===== config.mk =====
export PLATFORM = sky130hd
export DESIGN_NAME = itpb_front
export DESIGN_NICKNAME = d
export VERILOG_FILES = /design/src/rtl/itpb_pkg.sv /design/src/rtl/itpb_front.sv
export SDC_FILE = /design/constraint.sdc
export NUM_CORES = 1
export LEC_CHECK = 0
export ABC_AREA = 1
export BUFFER_PORTS_ARGS = -buffer_cell sky130_fd_sc_hd__buf_2
export CAP_MARGIN = 20
export CORE_MARGIN = 2
export CORE_UTILIZATION = 47
export CTS_CLUSTER_DIAMETER = 120
export DETAILED_ROUTE_END_ITERATION = 12
export PLACE_DENSITY = 0.76
export SLEW_MARGIN = 20
export SYNTH_ARGS = -nofsm -noshare
export SYNTH_HDL_FRONTEND = slang
export SYNTH_SLANG_ARGS = --single-unit

===== constraint.sdc =====
create_clock -name clk -period 9.32 [get_ports clk]
set_clock_uncertainty 0.15 [all_clocks]
set_input_delay 1.864 -clock clk [delete_from_list [all_inputs] [get_ports clk]]
set_output_delay 1.864 -clock clk [all_outputs]
set_load 0.01 [all_outputs]

===== src/rtl/itpb_pkg.sv =====
`default_nettype none
package itpb_pkg;

	localparam int FIFO_DEPTH_DEF = 16;
	localparam int TARGET_W = 16;
	localparam int COUNT_W = 17;
	localparam int BATCH_W = 32;
	localparam logic [TARGET_W-1:0] TARGET_RESET = 16'd2;
	localparam logic [COUNT_W-1:0] SAMPLES_PER_PAIR = 17'd2;

	localparam logic KIND_ACCEL = 1'b0;
	localparam logic KIND_GYRO = 1'b1;

	typedef struct packed {
		logic        kind;
		logic [63:0] word_low;
		logic [63:0] word_high;
		logic [63:0] timestamp;
	} in_item_t;

	typedef struct packed {
		logic [63:0]        accel_low;
		logic [63:0]        accel_high;
		logic [63:0]        gyro_low;
		logic [63:0]        gyro_high;
		logic [63:0]        pair_time;
		logic [BATCH_W-1:0] batch_number;
		logic               last_in_batch;
	} pair_t;

	typedef struct packed {
		logic [63:0] word_high;
		logic [63:0] word_low;
		logic [63:0] timestamp;
	} entry_t;

	// handshake between the request queue and the scan engine
	typedef struct packed {
		logic     valid;
		in_item_t item;
	} queue_head_t;

endpackage
`default_nettype wire


===== src/rtl/itpb_front.sv =====
`default_nettype none
module itpb_front
	import itpb_pkg::*;
(
	input  wire logic        clk,
	input  wire logic        arst_n,
	input  wire logic        start,
	output logic             busy,
	input  wire in_item_t    item,
	output queue_head_t      head,
	input  wire logic        pop
);

	in_item_t   slot_q [2];
	logic       wr_ptr_q;
	logic       rd_ptr_q;
	logic [1:0] count_q;
	logic       push;
	logic       do_pop;

	assign busy   = (count_q == 2'd2);
	assign push   = start && !busy;
	assign do_pop = pop && (count_q != 2'd0);

	assign head.valid = (count_q != 2'd0);
	assign head.item  = slot_q[rd_ptr_q];

	always_ff @(posedge clk) begin
		if (push) begin
			slot_q[wr_ptr_q] <= item;
		end
	end

	always_ff @(posedge clk or negedge arst_n) begin
		if (!arst_n) begin
			wr_ptr_q <= 1'b0;
			rd_ptr_q <= 1'b0;
			count_q  <= 2'd0;
		end else begin
			if (push) begin
				wr_ptr_q <= !wr_ptr_q;
			end
			if (do_pop) begin
				rd_ptr_q <= !rd_ptr_q;
			end
			case ({push, do_pop})
				2'b10:   count_q <= count_q + 2'd1;
				2'b01:   count_q <= count_q - 2'd1;
				default: count_q <= count_q;
			endcase
		end
	end

endmodule
`default_nettype wire


* Yosys cells after proc, flatten, opt, wreduce, memory -nomap -nowiden
Memories as Yosys holds them, arrays and structs flattened.
Cells that the tools add are included.
** Cells by class
- $add $sub $neg :: 2
- Equal/unequal tests :: 3
- Mux-type cells :: 3
- Reductions and logical operators :: 7
** Operators with widths (number)
- 2-bit == test (second input constant) :: 2
- 2-bit one-hot mux with 2 select lines :: 1
- 2-bit nonzero test :: 2
- 1-bit logical NOT :: 3
- 2-bit by 1-bit adder with 2-bit output (second input constant) :: 1
- 2-bit by 1-bit == test with 1-bit output (second input constant) :: 1
- 1-bit logical AND :: 2
- 1-bit 2-to-1 mux :: 2
- 2-bit by 1-bit subtractor with 2-bit output (second input constant) :: 1
** Storage, ports and cells
- Logic and storage cells :: 19
- Bits in registers :: 4
- Output and inout port bits :: 195
- Memory bits (writable) :: 386
- Memories kept :: 1
- Input bits :: 197
** Memories
- slot_q :: depth 2, bits a word 193, rd ports 1, clocked after Yosys merged registers in 0, wr ports 1, RTL line itpb_front.sv:14 : in_item_t slot_q [2];

* Logic depth before layout (Yosys ltp)
Gate-level depths: netlist of run 1.
- Depth in word-level cells :: 5
- Mapped depth :: 10
- Gate-level depth less buffers :: 10

* Worst setup path before layout of run 1
OpenSTA, ideal clock, no wires.
- Kind :: input to register
- From :: input port start
- To :: memory slot_q[1][0] (netlist name) (enable)
- Buffers on the path :: 0
- Setup time :: 750 ps
- Arrival :: 10009 ps
- Stages on the path :: 2
- Data required time :: 8420 ps
- Slack :: -1589 ps
- Path through :: o21ai_0 > nor2_1
** Between the ends
- Longest elaborated chain between the ends :: 3
** RTL lines
- from (decl) :: RTL line itpb_front.sv:7 : input wire logic start,
- 1-bit logical AND :: RTL line itpb_front.sv:22 : assign push = start && !busy;
- 1-bit 2-to-1 mux :: RTL line itpb_front.sv:29 : if (push) begin
- 1-bit 2-to-1 mux (implied by the code) :: RTL line itpb_front.sv:30 : slot_q[wr_ptr_q] <= item;
- to (decl) :: RTL line itpb_front.sv:14
No other way between the ends.

==> flow_summary.ini, run 1 <==
[outcome]
run_status = complete, no violations

[timing]
tightestPinTransition_ns = 1.063
max_slew_margin = 0.2914
final_hold_viols = 0
timing_max_transition_violations_final = 0
period_minus_ws_final_ns = 5.192
grt_setup_unrepaired = no
final-setup-viol-count = 0
timing.final.crit_share = 0.5570
fmaxAchievable_mhz = 192.6
setup_tns_ns = 0
least_setup_slack_across_all_paths_after_layout_ns = 4.128

[route]
detail-route-antenna-nets = 0
wl_per_cell_um = 16.75
detail_route.iter0.violations = 616
vias_per_cell = 4.844
firstDrtPassIters = 5
via_count = 9005
postRouteWirelength_mm = 31.13
drc = 0

[logic_synthesis]
syn-cell-area_um2 = 14330
synthesis.yosys.warnings = 0
yosys-top-cells-count = nand2_1, edfxtp_1, buf_2
yosys-top-cells-area = edfxtp_1, nand2_1, buf_6
synthArstFlopShare = 0.01026
synth_largest_area_cell = edfxtp_1
synth_enable_flop_cells = 386
synth.lib_cells_used.distinct = 14
synth_top_cell_area_share = 0.8088
ys_dominant_reg_cell = edfxtp_1
synth.net_count = 1238
synthMostInstantiatedCell = nand2_1
seq_area_frac_synth = 0.8158
ys_ff_latch = 390
syn_inst = 1040
synthesis.area_per_instance_um2 = 13.78

[power]
p_leak_nw = 7.629
pwr-share-clk = 0.254
power_frac_seq = 0.437
pwr-share-comb = 0.309
ir_drop_uv = 240.6
power.switching_fraction = 0.3358
power.density_nw_per_um2 = 321.8
finalPower_mw = 5.697
power_switching_mw = 1.913
p_int_mw = 3.784

[critical_path]
peak_fanout_along_the_critical_path = 99
regToRegSetupSlack_ns = 6.15
worst-path-stages = 5
cpPeakStageDelay_ns = 0.88
r2r-start = count_q[1]
crit_family = buffers and inverters
slowest_stage = buf_4
crit_path_start_kind = register
crit_chain = buf_4 > buf_4 > nand2_1 > nand2_1 > buf_2
worst-r2r-cell-count = 5
crit_path_end_kind = output port
arrival_time_of_data_at_the_critical_path_endpoint_ns = 3.18
crit-reg2reg-capture = slot_q[1][107]
cp_num_buf_inv = 3
timing.critical_path.from = rd_ptr_q
crit_required_ns = 7.31
worst-setup-path-type = reg2out

[floorplan]
die_w_um = 178.6
fp.dieArea_um2 = 31910
cell_row_count = 63
dieHeight_um = 178.6
initial_utilization = 0.4810
io-pin-count = 392
floorplan.core_area_um2 = 29800

[placement]
pre_cts_setup_slack_ns = 4.658
placed_area_um2 = 16510
place.detailed.hpwl_mm = 20.25
numPortBuffers = 391
routabilityCongestion = 0.8039

[clock_network]
postCtsHoldBufs = 0
cts.repair.resized = 0
cts_post_setup_buffers_inserted = 0
clock-root-buffer = clkbuf_16
clock_tree.buffer_depth = 3
tritoncts_num_sinks = 390
clock_insertion_delay_worst_skew_ns = 0.51
clk_pin_slew_ns = 0.06
htree_num_levels = 2
cts_inserted_buffers = 40
cts_tree = built

[worst_hold_path]
hold_path_depth = 2
min-delay-start = count_q[1]
whs_endpoint = count_q[1]
hp-class = reg2reg

[layout]
nNetsFinal = 1635
final_layout_size_suffix_gt1_frac = 0.3088
core_util_final = 0.5942
areaGrowthSynthToFinish_pct = 23.55
regArea_um2 = 11700
area_of_the_multi_input_gates_um2 = 2273
n_fill_cell = 2273
post_route_cell_area_um2 = 17710

[job]
cap_violations = 0

[global_route]
grt_start_max_net_pins = 124
grt_first_pass_wirelength_mm = 45.28
grt_remaining_overflow = 0
antenna_found_initial = 5
first_global_vias = 8825
gr-usage-all-layers = 0.1859
## cells in the final DEF (no fill, tap or decap)
master       n
buf_2      391
nand2_1    589
nor2_1       1
dfrtp_1      3
xnor2_1      1
inv_1        7
dfrtp_4      1
inv_6        1
clkinv_2     8
clkbuf_8     1
edfxtp_1   386
ha_1         1
buf_4        7
inv_8        1
nand4_1      1
o21ai_0      1
diode_2      2
clkbuf_1    14
nand3_1      3
clkbuf_16   41
bufinv_16    1
nor2_4       1
clkinv_1     7
## area by class of cell
class,instances,share of cell area
Multi-Input combinational cell,598,0.1284
Antenna cell,2,0.0002827
Tap cell,390,0.02756
Sequential cell,390,0.6605
Inverter,9,0.002615
Clock buffer,56,0.06169
Timing Repair Buffer,398,0.1135
Clock inverter,16,0.005441
## worst reg2reg max path: stages, from the launching register on
cell	delay, ns
dfrtp_1	0.38
inv_1	0.11
o21ai_0	0.19
nor2_4	0.57
buf_4	0.53
buf_4	0.81
## per-layer routing
layer  GRT usage  up-vias  share of wire
li1            -     4313              -
met1      0.2125     4173           0.36
met2      0.3195      434           0.49
met3     0.07417       79           0.12
met4     0.05996        6          0.028
met5           0        -         0.0013
## registers in the layout (all words and copies together), names as in the netlist
signal / cells
rd_ptr_q: 1
wr_ptr_q: 1
slot_q: 386
count_q: 2
## worst max-delay path by stage
stage	slack [ns]	end
after CTS	4.11	head[57]
after floorplan	1.66	slot_q[1][0]
after global routing	3.87	head[102]
after detailed placement	4.66	slot_q[1][43]
final	4.13	head[104]
after global placement	4.67	head[104]
## kinds of logic after synthesis
kind of cell | count (synthesis) | synth area share
AO/OA/AOI/OAI | 1 | 0.0003489
XOR/XNOR | 1 | 0.0006113
adder cells (fa/ha/maj) | 1 | 0.0008729
buffers and inverters | 52 | 0.02610
flip-flops | 390 | 0.8158
AND/OR/NAND/NOR | 595 | 0.1563
## power groups by stage
stage,combinational [mW],sequential [mW],clock (mW)
3_3_place_gp,1.76,2.51,0
2_1_floorplan,1.11,2.57,0
5_1_grt,1.97,2.52,1.54
6_report,1.76,2.49,1.45
3_5_place_dp,1.77,2.52,0
4_1_cts,1.79,2.49,1.48
## through the flow
| step | instances | hold WS [ns] |
|---|---|---|
| after floorplan | 1040 | 0.2917 |
| after global placement | 1785 | 0.3076 |
| after detailed placement | 1785 | 0.3251 |
| after CTS | 1857 | 0.3447 |
| after global routing | 1857 | 0.3708 |
| final | 1859 | 0.3441 |
(Power assumes the default switching activity.)
==> run 2, diff against run 1 <==
--- a/config.mk
+++ b/config.mk
@@ -9,10 +9,10 @@
 export BUFFER_PORTS_ARGS = -buffer_cell sky130_fd_sc_hd__buf_2
 export CAP_MARGIN = 20
 export CORE_MARGIN = 2
-export CORE_UTILIZATION = 47
+export CORE_UTILIZATION = 52
 export CTS_CLUSTER_DIAMETER = 120
 export DETAILED_ROUTE_END_ITERATION = 12
-export PLACE_DENSITY = 0.76
+export PLACE_DENSITY = 0.79
 export SLEW_MARGIN = 20
 export SYNTH_ARGS = -nofsm -noshare
 export SYNTH_HDL_FRONTEND = slang
==> constraint.sdc (replaced) <==
create_clock -name clk -period 5.34 [get_ports clk]
set_clock_uncertainty 0.15 [all_clocks]
set_input_delay 1.068 -clock clk [delete_from_list [all_inputs] [get_ports clk]]
set_output_delay 1.068 -clock clk [all_outputs]
set_load 0.01 [all_outputs]
==> run 2 against run 1 <==
Hold slack worse by 0.13 ns. Sequential share of layout area up 0.32 points. Cell count down 3.0%. Clock power up 63%. Power up 73%. Register-to-register slack worse by 3.3 ns. Critical endpoint is now head[157]. Final area down 0.48%. Largest cell class unchanged. Combinational power up 77%. Routed wire length up 1.2%. Die area down 9.4%. Clock-buffer cell count down 5.
==> flow_summary.ini, run 2 (synthesized netlist as in run 1, its figures left out) <==
[outcome]
run_status = complete, no violations

[job]
cap_violations = 0

[critical_path]
arrival_time_of_data_at_the_critical_path_endpoint_ns = 2.77
crit-reg2reg-capture = slot_q[0][90]
crit_path_start_kind = register
r2r-start = count_q[0]
crit_path_end_kind = output port
peak_fanout_along_the_critical_path = 114
worst-r2r-cell-count = 5
regToRegSetupSlack_ns = 2.86
crit_required_ns = 4.12
worst-setup-path-type = reg2out

[timing]
grt_setup_unrepaired = no
tightestPinTransition_ns = 0.9423
fmaxAchievable_mhz = 251.0
max_slew_margin = 0.3718
setup_tns_ns = 0
final_hold_viols = 0
hold-worst-slack_ns = 0.2096
timing_max_transition_violations_final = 0
period_minus_ws_final_ns = 3.985
timing.final.crit_share = 0.7462
final-setup-viol-count = 0

[clock_network]
clk_pin_slew_ns = 0.06
tritoncts_num_sinks = 390
cts.repair.resized = 0
clock_insertion_delay_worst_skew_ns = 0.51
cts_post_setup_buffers_inserted = 0
cts_inserted_buffers = 39
clock_tree.buffer_depth = 3
postCtsHoldBufs = 0
htree_num_levels = 2
cts_tree = built
clock-root-buffer = clkbuf_16

[floorplan]
fp.dieArea_um2 = 28900
cell_row_count = 60
io-pin-count = 392
initial_utilization = 0.5303
die_w_um = 170.0
floorplan.core_area_um2 = 27030
dieHeight_um = 170.0

[global_route]
grt_remaining_overflow = 0
first_global_vias = 8989
grt_first_pass_wirelength_mm = 46.42
gr-usage-all-layers = 0.2100
grt_start_max_net_pins = 115
antenna_found_initial = 6

[layout]
largestRegisters = slot_q x386, count_q x2
areaGrowthSynthToFinish_pct = 22.95
mostFrequentLayoutCell = nand2_1
nNetsFinal = 1635
largest-register = slot_q
layout_common_cells = nand2_1, buf_2, edfxtp_1
stdcell_count = 1804
n_fill_cell = 1902
regArea_um2 = 11700
area_of_the_multi_input_gates_um2 = 2273
core_util_final = 0.6520
max_reg_flops = 386
final_layout_size_suffix_gt1_frac = 0.3068

[route]
postRouteWirelength_mm = 31.51
vias_per_cell = 5.039
detail-route-antenna-nets = 0
via_count = 9090
drc = 0
wl_per_cell_um = 17.47
firstDrtPassIters = 6
detail_route.iter0.violations = 719

[worst_hold_path]
hp-class = in2async

[power]
p_leak_nw = 7.590
power.density_nw_per_um2 = 559.0
ir_drop_uv = 379.3

[placement]
numPortBuffers = 391
routabilityCongestion = 0.7929
place.detailed.hpwl_mm = 20.30
dp_cells = 1737
run 2: cell count changes in the layout (fill, tap and decap cells not counted), moves of 2 or more:
cell	before	now
clkinvlp_4	0	2
clkbuf_16	41	39
buf_4	7	2
buf_12	0	6
clkinv_2	8	4
clkbuf_1	14	12
run 2: final cells by class:
type	instances	area share
flip-flops and latches	390	0.6637
clock inverters	13	0.003550
well taps	341	0.02421
repair buffers	399	0.1187
multi-input cells	598	0.1290
clock buffers	51	0.05794
diodes	3	0.0004260
inverters	9	0.002414
run 2: metal layers:
metal | vias to the layer above | routed length [µm] | part of all wire | global-route usage
li1 | 4315 | - | - | -
met1 | 4273 | 11280 | 0.36 | 0.2331
met2 | 428 | 15730 | 0.50 | 0.3702
met3 | 68 | 3590 | 0.11 | 0.08326
met4 | 6 | 869 | 0.028 | 0.06912
met5 | - | 41 | 0.0013 | 0
run 2: critical path, cell delays in order, from the launching register on:
cell     delay (ns)
dfrtp_4        0.67
inv_6          0.67
buf_12         0.38
nand2_1        0.16
nand2_1        0.10
buf_2          0.13
run 2: how the worst max path moves through the flow:
stage / slack, ns / end / cells after the start / startpoint
after floorplan: 0.63 / slot_q[1][0] / 2 / start
after global placement: 1.86 / slot_q[0][78] / 4 / start
after detailed placement: 1.90 / head[157] / 5 / rd_ptr_q
after CTS: 1.35 / head[157] / 5 / rd_ptr_q
after global routing: 1.20 / head[157] / 5 / rd_ptr_q
final: 1.36 / head[157] / 5 / rd_ptr_q
run 2: report_power, final:
part	switching (mW)	leakage, nW	internal (mW)	total, mW
logic	2.12	3.43	0.985	3.11
clock network	1.03	0.526	1.34	2.37
registers	0.199	3.64	4.18	4.38
total	3.35	7.59	6.50	9.85
run 2: per-stage QoR:
step                area [µm²]  total power, mW  setup WS [ns]
detailed placement       16530            7.556          1.902
finish                   17620            9.851          1.355
floorplan                14340            6.356         0.6279
global route             17620            10.38          1.202
CTS                      17610            9.925          1.347
global placement         16510            7.471          1.862
==> run 3, diff against run 2 <==
==> constraint.sdc (replaced) <==
create_clock -name clk -period 4.1 [get_ports clk]
set_clock_uncertainty 0.15 [all_clocks]
set_input_delay 0.82 -clock clk [delete_from_list [all_inputs] [get_ports clk]]
set_output_delay 0.82 -clock clk [all_outputs]
set_load 0.01 [all_outputs]
==> run 3 against run 2 <==
Final area is 1.2% higher. First-iteration DRC count is 13% lower. Sequential cell count unchanged. Power rose by 34%. Global-route usage is 0.16 points lower. Cell count is 0.33% higher. Sequential power increased by 29%. Hold slack better by 0.12 ns. Critical endpoint is now head[118].
==> flow_summary.ini, run 3 (synthesized netlist as in run 1, its figures left out) <==
[critical_path]
crit_required_ns = 3.13
cp_common_cell = nand2_1
crit_path_start_kind = register
crit_chain = buf_12 > nand2_1 > nand2_1 > buf_2
worst-setup-path-type = reg2out
slowest_stage = buf_12
cpPeakStageDelay_ns = 0.58
peak_fanout_along_the_critical_path = 194
crit_family = buffers and inverters
worst-r2r-cell-count = 7
arrival_time_of_data_at_the_critical_path_endpoint_ns = 2.15
worst-path-stages = 4
cp_num_buf_inv = 2
crit_path_end_kind = output port

[timing]
tightestPinTransition_ns = 0.9319
grt_setup_unrepaired = no
max_slew_margin = 0.3787
final-setup-viol-count = 0
hold-worst-slack_ns = 0.3278
timing_max_transition_violations_final = 0
setup_tns_ns = 0
least_setup_slack_across_all_paths_after_layout_ns = 0.9753
period_minus_ws_final_ns = 3.125
final_hold_viols = 0
timing.final.crit_share = 0.7621
fmaxAchievable_mhz = 320.0

[floorplan]
io-pin-count = 392
cell_row_count = 60
dieHeight_um = 170.0
die_w_um = 170.0
floorplan.core_area_um2 = 27030
fp.dieArea_um2 = 28900
initial_utilization = 0.5303

[route]
wl_per_cell_um = 17.15
vias_per_cell = 4.977
drc = 0
detail_route.iter0.violations = 625
via_count = 9008
firstDrtPassIters = 5
postRouteWirelength_mm = 31.04
detail-route-antenna-nets = 0

[clock_network]
cts_inserted_buffers = 38
clock_insertion_delay_worst_skew_ns = 0.51
htree_num_levels = 2
clock_tree.buffer_depth = 3
cts.repair.resized = 0
clk_pin_slew_ns = 0.06
clock-root-buffer = clkbuf_16
tritoncts_num_sinks = 390
cts_tree = built

[global_route]
first_global_vias = 9079
grt_first_pass_wirelength_mm = 46.33
grt_start_max_net_pins = 195
antenna_found_initial = 8
gr-usage-all-layers = 0.2084
grt_remaining_overflow = 0

[layout]
final_layout_size_suffix_gt1_frac = 0.3146
n_fill_cell = 1893
area_of_the_multi_input_gates_um2 = 2297
mostFrequentLayoutCell = nand2_1
core_util_final = 0.6600
largestRegisters = slot_q x386, count_q x2
layout_common_cells = nand2_1, buf_2, edfxtp_1
max_reg_flops = 386
largest-register = slot_q
areaGrowthSynthToFinish_pct = 24.45
regArea_um2 = 11700
nNetsFinal = 1636

[power]
pwr-share-comb = 0.309
ir_drop_uv = 573.9
finalPower_mw = 13.22
p_leak_nw = 7.694
power_switching_mw = 4.369
power.density_nw_per_um2 = 741.3
p_int_mw = 8.853
power_frac_seq = 0.428
pwr-share-clk = 0.263
power.switching_fraction = 0.3304

[placement]
numPortBuffers = 391
routabilityCongestion = 0.7657
pre_cts_setup_slack_ns = 1.138
place.detailed.hpwl_mm = 19.93

[job]
cap_violations = 0

[outcome]
run_status = complete, no violations

[worst_hold_path]
hold_path_depth = 2
hp-class = reg2reg
==> run 3: what timing repair did <==
action,in CTS,in global routing
buffers inserted,0,0
hold buffers,1,0
hold endpoints to repair,4,0
==> run 3: area by class of cell <==
type	count	area share
tap	341	0.02392
sequential	390	0.6557
inverter	9	0.002385
clock inverter	17	0.01186
timing repair buffer	401	0.1176
multi-input combinational	598	0.1288
antenna	7	0.0009821
clock buffer	47	0.05879
==> run 3: power groups by stage <==
stage	clock [mW]	combinational [mW]	sequential (mW)
floorplan	0	2.53	5.76
global placement	0	4.06	5.68
detailed placement	0	4.12	5.73
CTS	3.55	4.14	5.65
global route	3.70	4.54	5.72
finish	3.48	4.09	5.65
==> run 3: worst register-to-register path, cell delays in order, from the launching register on <==
cell and delay, ns:
dfrtp_1 0.37, inv_1 0.14, nor2_1 0.08, inv_1 0.10, nand3_4 0.08, clkinvlp_4 0.08, buf_4 0.61, buf_4 0.64
==> run 3: worst paths after layout <==
kind / end / slack (ns) / startpoint
setup / recovery: head[118] / 0.98 / rd_ptr_q
hold / removal: wr_ptr_q / 0.33 / wr_ptr_q
setup reg to reg: slot_q[0][121] / 1.47 / count_q[1]
hold reg to reg: wr_ptr_q / 0.33 / wr_ptr_q
max in group asynchronous: rd_ptr_q / 3.13 / arst_n
min in group asynchronous: count_q[1] / 0.53 / arst_n
==> run 3: metrics by stage <==
stage | cells | instance area, µm²
floorplan | 1040 | 14370
global placement | 1738 | 16550
detailed placement | 1738 | 16550
CTS | 1803 | 17820
global route | 1807 | 17830
finish | 1810 | 17840
==> run 3: routing by layer <==
metal | track usage | vias to the layer above | share of wire
li1 | - | 4319 | -
met1 | 0.2406 | 4206 | 0.37
met2 | 0.3579 | 405 | 0.49
met3 | 0.07349 | 76 | 0.10
met4 | 0.08213 | 2 | 0.034
met5 | 0 | - | 0.00042
